File: config.mk
export PLATFORM = sky130hd
export DESIGN_NAME = decimal_seven_segment_digit_writer
export DESIGN_NICKNAME = d
export VERILOG_FILES = /design/src/sv/dsd_pkg.sv /design/src/sv/dsd_cell.sv /design/src/sv/dsd_serializer.sv /design/src/sv/decimal_seven_segment_digit_writer.sv
export SDC_FILE = /design/constraint.sdc
export NUM_CORES = 1
export LEC_CHECK = 0
export ABC_CLOCK_PERIOD_IN_PS = 68600
export BUFFER_PORTS_ARGS = -buffer_cell sky130_fd_sc_hd__buf_2
export CORE_UTILIZATION = 36
export DETAILED_ROUTE_END_ITERATION = 6
export HOLD_SLACK_MARGIN = 0.15
export SYNTH_ARGS = -nofsm -noshare
export SYNTH_HDL_FRONTEND = slang
export SYNTH_HIERARCHICAL = 1
export SYNTH_SLANG_ARGS = --single-unit
File: constraint.sdc
create_clock -name clock -period 68.6 [get_ports clock]
set_clock_uncertainty 0.05 [all_clocks]
set_input_delay 17.15 -clock clock [delete_from_list [all_inputs] [get_ports clock]]
set_output_delay 17.15 -clock clock [all_outputs]
set_load 0.02 [all_outputs]
File: src/sv/dsd_pkg.sv
`timescale 1ns / 1ps
// ----------------------------------------------------------------------------
// dsd_pkg
// Shared widths, control struct and constant functions for the decimal
// seven-segment digit writer.
// ----------------------------------------------------------------------------
package dsd_pkg;

   localparam int VALUE_W   = 28;
   localparam int REST_W    = 27;
   localparam int POS_W     = 4;
   localparam int SEG_W     = 7;
   localparam int DIGIT_W   = 4;
   localparam int REQ_DATA_W = 32;
   localparam int RSP_DATA_W = 16;
   localparam int DEFAULT_DIGIT_COUNT = 8;

   localparam logic [SEG_W-1:0] SEG_BLANK = 7'h00;
   localparam logic [SEG_W-1:0] SEG_MINUS = 7'h01;
   localparam logic [SEG_W-1:0] SEG_ONE   = 7'h30;

   localparam logic [VALUE_W-1:0] VALUE_BLANK = 28'hFFFFFFE;

   typedef struct packed {
      logic valid;
      logic blank;
      logic err;
      logic started;
   } dsd_ctl_type;

   function automatic logic [REST_W-1:0] pow10(input int n);
      logic [REST_W-1:0] p;
      p = REST_W'(1);
      for (int i = 0; i < n; i++) begin
         p = REST_W'(p * REST_W'(10));
      end
      return p;
   endfunction

   function automatic logic [SEG_W-1:0] seg_of(input logic [DIGIT_W-1:0] d);
      logic [SEG_W-1:0] s;
      case (d)
         4'd0:    s = 7'h7E;
         4'd1:    s = 7'h30;
         4'd2:    s = 7'h6D;
         4'd3:    s = 7'h79;
         4'd4:    s = 7'h33;
         4'd5:    s = 7'h5B;
         4'd6:    s = 7'h5F;
         4'd7:    s = 7'h70;
         4'd8:    s = 7'h7F;
         default: s = 7'h7B;
      endcase
      return s;
   endfunction

endpackage

File: src/sv/dsd_cell.sv
`timescale 1ns / 1ps
// ----------------------------------------------------------------------------
// dsd_cell
// One decimal position: extracts its digit from the remainder, writes the
// segment pattern into its slot and hands the rest to the next cell.
// ----------------------------------------------------------------------------
module dsd_cell #(
   parameter int DIGIT_COUNT = 8,
   parameter int POS         = 8
) (
   input  logic                                   clock,
   input  logic                                   reset,
   input  logic                                   adv,
   input  dsd_pkg::dsd_ctl_type                   ctl_i,
   input  logic [dsd_pkg::REST_W-1:0]             rest_i,
   input  logic [DIGIT_COUNT*dsd_pkg::SEG_W-1:0]  segs_i,
   output dsd_pkg::dsd_ctl_type                   ctl_o,
   output logic [dsd_pkg::REST_W-1:0]             rest_o,
   output logic [DIGIT_COUNT*dsd_pkg::SEG_W-1:0]  segs_o
);
   import dsd_pkg::*;

   localparam logic [REST_W-1:0] PLACE = pow10(POS - 1);

   dsd_ctl_type                    ctl_ff, ctl_in;
   logic [REST_W-1:0]              rest_ff, rest_in;
   logic [DIGIT_COUNT*SEG_W-1:0]   segs_ff, segs_in;
   logic [DIGIT_W-1:0]             digit;
   logic [REST_W-1:0]              sub;
   logic [SEG_W-1:0]               seg;

   always_comb begin
      digit = '0;
      sub   = '0;
      for (int m = 1; m <= 9; m++) begin
         if (rest_i >= REST_W'(m * PLACE)) begin
            digit = DIGIT_W'(m);
            sub   = REST_W'(m * PLACE);
         end
      end
   end

   always_comb begin
      if (ctl_i.blank) begin
         seg = SEG_BLANK;
      end else if (ctl_i.err) begin
         if (POS == 2) begin
            seg = SEG_MINUS;
         end else if (POS == 1) begin
            seg = SEG_ONE;
         end else begin
            seg = SEG_BLANK;
         end
      end else if (!ctl_i.started && digit == '0) begin
         seg = SEG_BLANK;
      end else begin
         seg = seg_of(digit);
      end
   end

   always_comb begin
      ctl_in         = ctl_i;
      ctl_in.started = ctl_i.started | (digit != '0);
      rest_in        = rest_i - sub;
      segs_in        = segs_i;
      segs_in[(POS-1)*SEG_W +: SEG_W] = seg;
   end

   always_ff @(posedge clock) begin
      if (reset) begin
         ctl_ff <= '0;
      end else if (adv) begin
         ctl_ff <= ctl_in;
      end
   end

   always_ff @(posedge clock) begin
      if (adv) begin
         rest_ff <= rest_in;
         segs_ff <= segs_in;
      end
   end

   assign ctl_o  = ctl_ff;
   assign rest_o = rest_ff;
   assign segs_o = segs_ff;

endmodule

File: src/sv/dsd_serializer.sv
`timescale 1ns / 1ps
// ----------------------------------------------------------------------------
// dsd_serializer
// Holds one finished display word and emits its digit writes one per
// cycle while out_ready is high, leftmost position first.
// ----------------------------------------------------------------------------
module dsd_serializer #(
   parameter int DIGIT_COUNT = 8
) (
   input  logic                                   clock,
   input  logic                                   reset,
   input  logic                                   in_valid,
   input  logic [DIGIT_COUNT*dsd_pkg::SEG_W-1:0]  in_segs,
   output logic                                   load,
   output logic                                   out_valid,
   input  logic                                   out_ready,
   output logic [dsd_pkg::POS_W-1:0]              out_pos,
   output logic [dsd_pkg::SEG_W-1:0]              out_seg,
   output logic                                   out_last
);
   import dsd_pkg::*;

   localparam int SH_W = DIGIT_COUNT * SEG_W;

   logic              busy_ff, busy_in;
   logic [POS_W-1:0]  pos_ff, pos_in;
   logic [SH_W-1:0]   sh_ff, sh_in;
   logic              fire;

   assign fire     = busy_ff && out_ready;
   assign out_last = (pos_ff == POS_W'(1));
   assign load     = in_valid && (!busy_ff || (fire && out_last));

   always_comb begin
      busy_in = busy_ff;
      pos_in  = pos_ff;
      sh_in   = sh_ff;
      if (load) begin
         busy_in = 1'b1;
         pos_in  = POS_W'(DIGIT_COUNT);
         sh_in   = in_segs;
      end else if (fire) begin
         if (out_last) begin
            busy_in = 1'b0;
         end else begin
            pos_in = pos_ff - POS_W'(1);
            sh_in  = sh_ff << SEG_W;
         end
      end
   end

   always_ff @(posedge clock) begin
      if (reset) begin
         busy_ff <= 1'b0;
      end else begin
         busy_ff <= busy_in;
      end
   end

   always_ff @(posedge clock) begin
      pos_ff <= pos_in;
      sh_ff  <= sh_in;
   end

   assign out_valid = busy_ff;
   assign out_pos   = pos_ff;
   assign out_seg   = sh_ff[SH_W-1 -: SEG_W];

endmodule

File: src/sv/decimal_seven_segment_digit_writer.sv
`timescale 1ns / 1ps
// ----------------------------------------------------------------------------
// decimal_seven_segment_digit_writer
// Turns a display value into DIGIT_COUNT seven-segment digit writes.
// ----------------------------------------------------------------------------
// Each accepted value passes through a row of DIGIT_COUNT digit cells, one
// per decimal position, most significant first, then into an output
// serializer that emits DIGIT_COUNT writes, one per cycle while rsp_tready
// is high, from position DIGIT_COUNT down to 1 (tlast on position 1). The
// cell row takes a new value every cycle while it has room, so values queue
// behind the serializer; the sustained rate is set by the single write port
// of the serializer. -2 blanks all digits; -1, other negatives and values
// of 10^DIGIT_COUNT or more show minus on position 2 and '1' on position 1.
// Leading zeros are blank.
module decimal_seven_segment_digit_writer #(
   parameter int DIGIT_COUNT = dsd_pkg::DEFAULT_DIGIT_COUNT
) (
   input  logic                             clock,
   input  logic                             reset,
   input  logic                             req_tvalid,
   output logic                             req_tready,
   input  logic [dsd_pkg::REQ_DATA_W-1:0]   req_tdata,   // [27:0] value
   output logic                             rsp_tvalid,
   input  logic                             rsp_tready,
   output logic [dsd_pkg::RSP_DATA_W-1:0]   rsp_tdata,   // [3:0] digit_position, [10:4] segments
   output logic                             rsp_tlast
);
   import dsd_pkg::*;

   localparam int SEGS_W = DIGIT_COUNT * SEG_W;
   localparam logic [REST_W-1:0] LIMIT = pow10(DIGIT_COUNT);

   dsd_ctl_type               ctl  [DIGIT_COUNT+1];
   logic [REST_W-1:0]         rest [DIGIT_COUNT+1];
   logic [SEGS_W-1:0]         segs [DIGIT_COUNT+1];
   logic [VALUE_W-1:0]        value;
   logic                      adv;
   logic                      load;
   logic [POS_W-1:0]          out_pos;
   logic [SEG_W-1:0]          out_seg;

   assign value = req_tdata[VALUE_W-1:0];

   always_comb begin
      ctl[0].valid   = req_tvalid;
      ctl[0].blank   = (value == VALUE_BLANK);
      ctl[0].err     = (value != VALUE_BLANK)
                       && (value[VALUE_W-1] || value[REST_W-1:0] >= LIMIT);
      ctl[0].started = 1'b0;
      rest[0]        = value[REST_W-1:0];
      segs[0]        = '0;
   end

   assign adv        = !ctl[DIGIT_COUNT].valid || load;
   assign req_tready = adv;

   for (genvar i = 0; i < DIGIT_COUNT; i++) begin : g_cell
      dsd_cell #(
         .DIGIT_COUNT (DIGIT_COUNT),
         .POS         (DIGIT_COUNT - i)
      ) u_cell (
         .clock  (clock),
         .reset  (reset),
         .adv    (adv),
         .ctl_i  (ctl[i]),
         .rest_i (rest[i]),
         .segs_i (segs[i]),
         .ctl_o  (ctl[i+1]),
         .rest_o (rest[i+1]),
         .segs_o (segs[i+1])
      );
   end

   dsd_serializer #(
      .DIGIT_COUNT (DIGIT_COUNT)
   ) u_ser (
      .clock     (clock),
      .reset     (reset),
      .in_valid  (ctl[DIGIT_COUNT].valid),
      .in_segs   (segs[DIGIT_COUNT]),
      .load      (load),
      .out_valid (rsp_tvalid),
      .out_ready (rsp_tready),
      .out_pos   (out_pos),
      .out_seg   (out_seg),
      .out_last  (rsp_tlast)
   );

   assign rsp_tdata = {5'b0, out_seg, out_pos};

`ifndef ASSERT_OFF
   a_reset_idle: assert property (@(posedge clock)
      !reset && $past(reset) |-> !rsp_tvalid)
      else $error("result valid right after reset");

   a_burst_continues: assert property (@(posedge clock) disable iff (reset)
      rsp_tvalid && rsp_tready && !rsp_tlast |=> rsp_tvalid)
      else $error("digit burst broken");

   a_pos_steps: assert property (@(posedge clock) disable iff (reset)
      rsp_tvalid && rsp_tready && !rsp_tlast
      |=> rsp_tdata[3:0] == $past(rsp_tdata[3:0]) - 4'd1)
      else $error("digit position did not step down");

   a_stall_cause: assert property (@(posedge clock) disable iff (reset)
      !req_tready |-> ctl[DIGIT_COUNT].valid && rsp_tvalid)
      else $error("input stalled with free cell row");
`endif

endmodule

==> results.md, run 1 <==
* Final HPWL DP at 42420 µm
* Port Buffer Count at 45
* Arrival @ worst endpoint at 19.23 ns
* Post-CTS setup buffers at 0
* Initial antenna violation count at 0
* Min cycle time layout at 36.43 ns
* Combinational share of power at 24.3%
* Critical Path Source Type: input pin
* Global Route Usage Sum at 14.58%
* RSZ-0062 raised after global routing: no
* Max VDD drop at 0.02014 mV
* GRT overflow at 0
* Hold Violations, Final at 0
* Vias at 18522
* TritonRoute pass-1 iters at 5
* Worst Path Required at 51.40 ns
* Clk slew on worst S/H paths at 0.06 ns
* Worst-path maximum fanout at 50
* Slew @ Worst Pin at 1.121 ns
* Clock Power Share at 28.1%
* Inserted Diodes at 0
* RD Place Congestion at 0.9044
* Fin. max-slew vios at 0
* # DRC at 0
* Mapped Area at 0.02841 mm²
* Final nets at 2551
* Clock tree buffer depth at 3
* Sequential Power Share at 47.6%
* Clk sinks at 531
* FP Rows at 102
* Worst-Skew Late Latency at 0.62 ns
* Vias/cell at 5.361
* YS warnings at 6
* WL final at 60080 µm
* Crit Path Category: in2out
* Global-route wire length before repair at 96530 µm
* Die Span Y at 282.9 µm
* Core Util, Final at 40.38%
* Pin count of the biggest net entering global routing at 191
* Layout cells sized above 1 at 11.55%
* Clock Tree Root: clkbuf_16
* Core area at 0.07772 mm²
* CP Capture Type: primary output
* Routed length per instance at 17.39 µm
* Cts repair resizes at 0
* P_leak at 11.45 nW
* P&R area growth vs syn at 10.47%
* Initial Utilization at 36.55%
* H-tree lvl count at 2
* Switching Fraction at 32.82%
* Setup_tns at 0 ns
* Cell count after synthesis at 2356
* Fill count at 7227
* Final WS setup at 32.17 ns
* Initial DRC count at 1364
* Max_slew headroom at 24.61%
* Chip width at 282.9 µm
* Hold WC Path Type: reg2reg
* Fmax at 27.45 MHz
* Internal at 0.7274 mW
* Hold_buf cts at 0
* Antenna-violating nets left at 0
* Max Cap Viol at 0
* Vias in the first global route at 18176
* I/O Pins at 55
* Pre-CTS setup slack at 32.10 ns
* CTS tree: built
* Syn avg cell area at 12.06 µm²
* Outcome: completed
* Power per cell area at 34.50 mW/mm²
* Number of CTS-inserted buffers at 56
* Setup violators final at 0
* Die area at 0.08004 mm²
* Tcrit/Tclk final at 53.10%
* NetSw at 0.3553 mW
power by group through the flow:
stage	Clock, mW	Combinational, mW	Sequential [mW]
after global routing	0.326	0.294	0.525
after floorplan	0	0.232	0.473
after global placement	0	0.257	0.518
after detailed placement	0	0.262	0.520
after CTS	0.314	0.263	0.514
final	0.304	0.263	0.515
worst paths after layout:
| kind | startpoint | end | slack (ns) | cells after the start |
|---|---|---|---|---|
| setup / recovery | rsp_tready | req_tready | 32.17 | 7 |
| hold / removal | g_cell[6].u_cell/segs_o[22]$_DFFE_PP_ | g_cell[7].u_cell/segs_o[22]$_DFFE_PP_ | 0.33 | 0 |
| setup reg to reg | g_cell[1].u_cell/rest_o[20]$_DFFE_PP_ | g_cell[2].u_cell/rest_o[26]$_DFFE_PP_ | 63.09 | 13 |
| hold reg to reg | g_cell[6].u_cell/segs_o[22]$_DFFE_PP_ | g_cell[7].u_cell/segs_o[22]$_DFFE_PP_ | 0.33 | 0 |
layout make-up:
type | instances | area, µm² | area share, %
inverters | 67 | 251.5 | 0.8013
clock buffers | 81 | 1598 | 5.091
clock inverters | 22 | 302.8 | 0.9648
repair buffers | 55 | 312.8 | 0.9967
well taps | 1040 | 1301 | 4.146
multi-input cells | 1659 | 12010 | 38.28
flip-flops and latches | 531 | 15610 | 49.72
flip-flops by register name, indices dropped and copies added (netlist names):
name                  cells
u_ser/out_pos             4
u_ser/out_valid           1
u_ser/sh_ff              56
g_cell.u_cell/ctl_o      29
g_cell.u_cell/rest_o    189
g_cell.u_cell/segs_o    252
worst max-delay path: stages:
cell and delay, ns:
buf_2 0.15, and4bb_4 0.22, o21ai_4 0.11, buf_4 0.70, inv_1 0.10, nand2b_4 0.43, buf_2 0.31
per-stage QoR:
step / cells / area (µm²) / total power, mW / hold slack, ns
2_1_floorplan: 2362 / 28430 / 0.7054 / 0.3503
3_3_place_gp: 3352 / 29480 / 0.7754 / 0.3504
6_report: 3455 / 31380 / 1.083 / 0.3296
4_1_cts: 3455 / 31380 / 1.091 / 0.3326
5_1_grt: 3455 / 31380 / 1.145 / 0.3402
3_5_place_dp: 3352 / 29480 / 0.7821 / 0.3545
metal layers:
layer	GRT usage [%]	vias to the layer above	share of wire, %
li1	-	9030	-
met1	18.61	8962	45
met3	1.940	118	3.6
met2	25.20	412	49
met5	0	-	0
met4	5.204	0	2.9
placed cells by master (no fill, tap or decap), types with 41 or more instances in the layout:
| cell | count |
|---|---|
| clkbuf_16 | 58 |
| edfxtp_1 | 497 |
| nand3_1 | 58 |
| nand2_1 | 117 |
| buf_2 | 45 |
| o21a_1 | 41 |
| nor2_1 | 181 |
| xnor2_1 | 74 |
| inv_1 | 64 |
| a21oi_1 | 128 |
| xor2_1 | 51 |
| ha_1 | 138 |
| nor3_1 | 79 |
| o21ai_0 | 98 |
(Power assumes the default switching activity.)
==> run 2: changes to the inputs <==
- ABC_CLOCK_PERIOD_IN_PS: 68600 -> 29700
- clock period: 68.6 -> 29.7 ns (I/O delays scaled with it)
==> results.md, run 2 (synthesis results as in run 1) <==
* Global Route Usage Sum at 14.69%
* Routed wl met3 at 2270 µm
* TritonRoute pass-1 iters at 5
* Final cell count without fillers at 3460
* Core area at 0.07772 mm²
* Sequential Power Share at 46.9%
* Max_slew headroom at 24.91%
* Global-route wire length before repair at 97630 µm
* Pin count of the biggest net entering global routing at 187
* Min cycle time layout at 17.01 ns
* Die Span Y at 282.9 µm
* Combinational share of power at 24.0%
* Antenna-violating nets left at 0
* Max Cap Viol at 0
* Largest register FFs at 252
* P&R area growth vs syn at 10.89%
* Number of CTS-inserted buffers at 57
* Initial DRC count at 1297
* DR WL met2 at 29550 µm
* Worst-Skew Late Latency at 0.64 ns
* # DRC at 0
* Clk slew on worst S/H paths at 0.06 ns
* Final WS setup at 12.69 ns
* Total Power at 2.540 mW
* H-tree lvl count at 2
* Max Used Layer: met4
* Clock Power Share at 29.1%
* Pre-CTS setup slack at 12.65 ns
* GRT overflow at 0
* Vias/cell at 5.372
* Layout cells sized above 1 at 11.82%
* Initial Utilization at 36.55%
* Switching Fraction at 32.55%
* WL final at 60250 µm
* Outcome: completed
* Critical Path Source Type: input pin
* FP Rows at 102
* Power per cell area at 80.63 mW/mm²
* Setup violators final at 0
* Final Hold Slack at 0.3335 ns
* P_leak at 11.52 nW
* Fin. max-slew vios at 0
* M1 WL at 26910 µm
* Internal at 1.713 mW
* Post-CTS setup buffers at 0
* Slew @ Worst Pin at 1.117 ns
* CTS tree: built
* Chip width at 282.9 µm
* Vias at 18588
* Final HPWL DP at 42630 µm
* CP Capture Type: primary output
* RSZ-0062 raised after global routing: no
* Worst-path maximum fanout at 50
* I/O Pins at 55
* Clock tree buffer depth at 3
* Reg2reg start: g_cell[1].u_cell/rest_o[20]$_DFFE_PP_
* DP Cell Count at 3352
* Commonest non-fill, non-tap cell in the layout: edfxtp_1
* Max VDD drop at 0.04696 mV
* NetSw at 0.8268 mW
* Hold WC Path Type: reg2reg
* Worst setup path startpoint: rsp_tready
* Most frequent cells in the layout: 497 x edfxtp_1, 181 x nor2_1, 138 x ha_1
* Fmax at 58.80 MHz
* Final nets at 2552
* Clk sinks at 531
* Vias in the first global route at 18345
* Clock Tree Root: clkbuf_16
* Port Buffer Count at 45
* Routed length per instance at 17.41 µm
* Initial antenna violation count at 0
* Die area at 0.08004 mm²
* Crit Path Category: in2out
* RD Place Congestion at 0.9197
* Inserted Diodes at 0
* Hold Violations, Final at 0
* Arrival @ worst endpoint at 9.53 ns
* Cts repair resizes at 0
* Hold_buf cts at 0
* Worst Path Required at 22.23 ns
* Hold Path Origin: g_cell[5].u_cell/segs_o[22]$_DFFE_PP_
* Tcrit/Tclk final at 57.26%
* Setup_tns at 0 ns
==> run 2: cell types whose count changed in the layout (fill, tap and decap cells not counted), moves of 5 or more <==
cell / previous run / this run
clkbuf_8: 6 / 1
bufinv_16: 4 / 10
clkinv_1: 4 / 11
clkinv_2: 1 / 9
clkbuf_1: 17 / 8
==> run 2: metrics by stage <==
| stage | cell area [µm²] | utilization, % |
|---|---|---|
| floorplan | 28430 | - |
| global placement | 29480 | 37.93 |
| detailed placement | 29480 | 37.93 |
| CTS | 31500 | 40.53 |
| global route | 31500 | 40.53 |
| finish | 31500 | 40.53 |
==> run 2: final cells by class <==
type / count / area (µm²)
Fill cell: 7142 / 46220
Sequential cell: 531 / 15610
Multi-Input combinational cell: 1659 / 12010
Clock buffer: 66 / 1470
Tap cell: 1040 / 1301
Clock inverter: 42 / 549.3
Timing Repair Buffer: 55 / 312.8
Inverter: 67 / 251.5
==> run 2: final timing paths <==
path | to | slack (ns) | depth (start not counted)
max | req_tready | 12.69 | 7
max reg2reg | g_cell[2].u_cell/rest_o[22]$_DFFE_PP_ | 24.15 | 13
min | g_cell[6].u_cell/segs_o[22]$_DFFE_PP_ | 0.33 | 0
min reg2reg | g_cell[6].u_cell/segs_o[22]$_DFFE_PP_ | 0.33 | 0
==> run 2: power groups by stage <==
stage               clock (mW)  combinational, mW  sequential [mW]
floorplan                    0              0.537             1.09
global placement             0              0.591             1.20
CTS                      0.761              0.607             1.19
finish                   0.739              0.609             1.19
detailed placement           0              0.603             1.20
global route             0.789              0.679             1.21
==> run 2: per-layer routing <==
layer  track usage (%)  up-vias
li1                  -     9027
met1             18.96     9031
met2             25.32      414
met3             2.101      116
met4             4.592        0
met5                 0        -
==> run 2: critical path, cell delays in order <==
cell and delay, ns:
buf_2 0.15, and4bb_4 0.22, o21ai_4 0.10, buf_4 0.69, inv_1 0.13, nand2b_4 0.44, buf_2 0.31
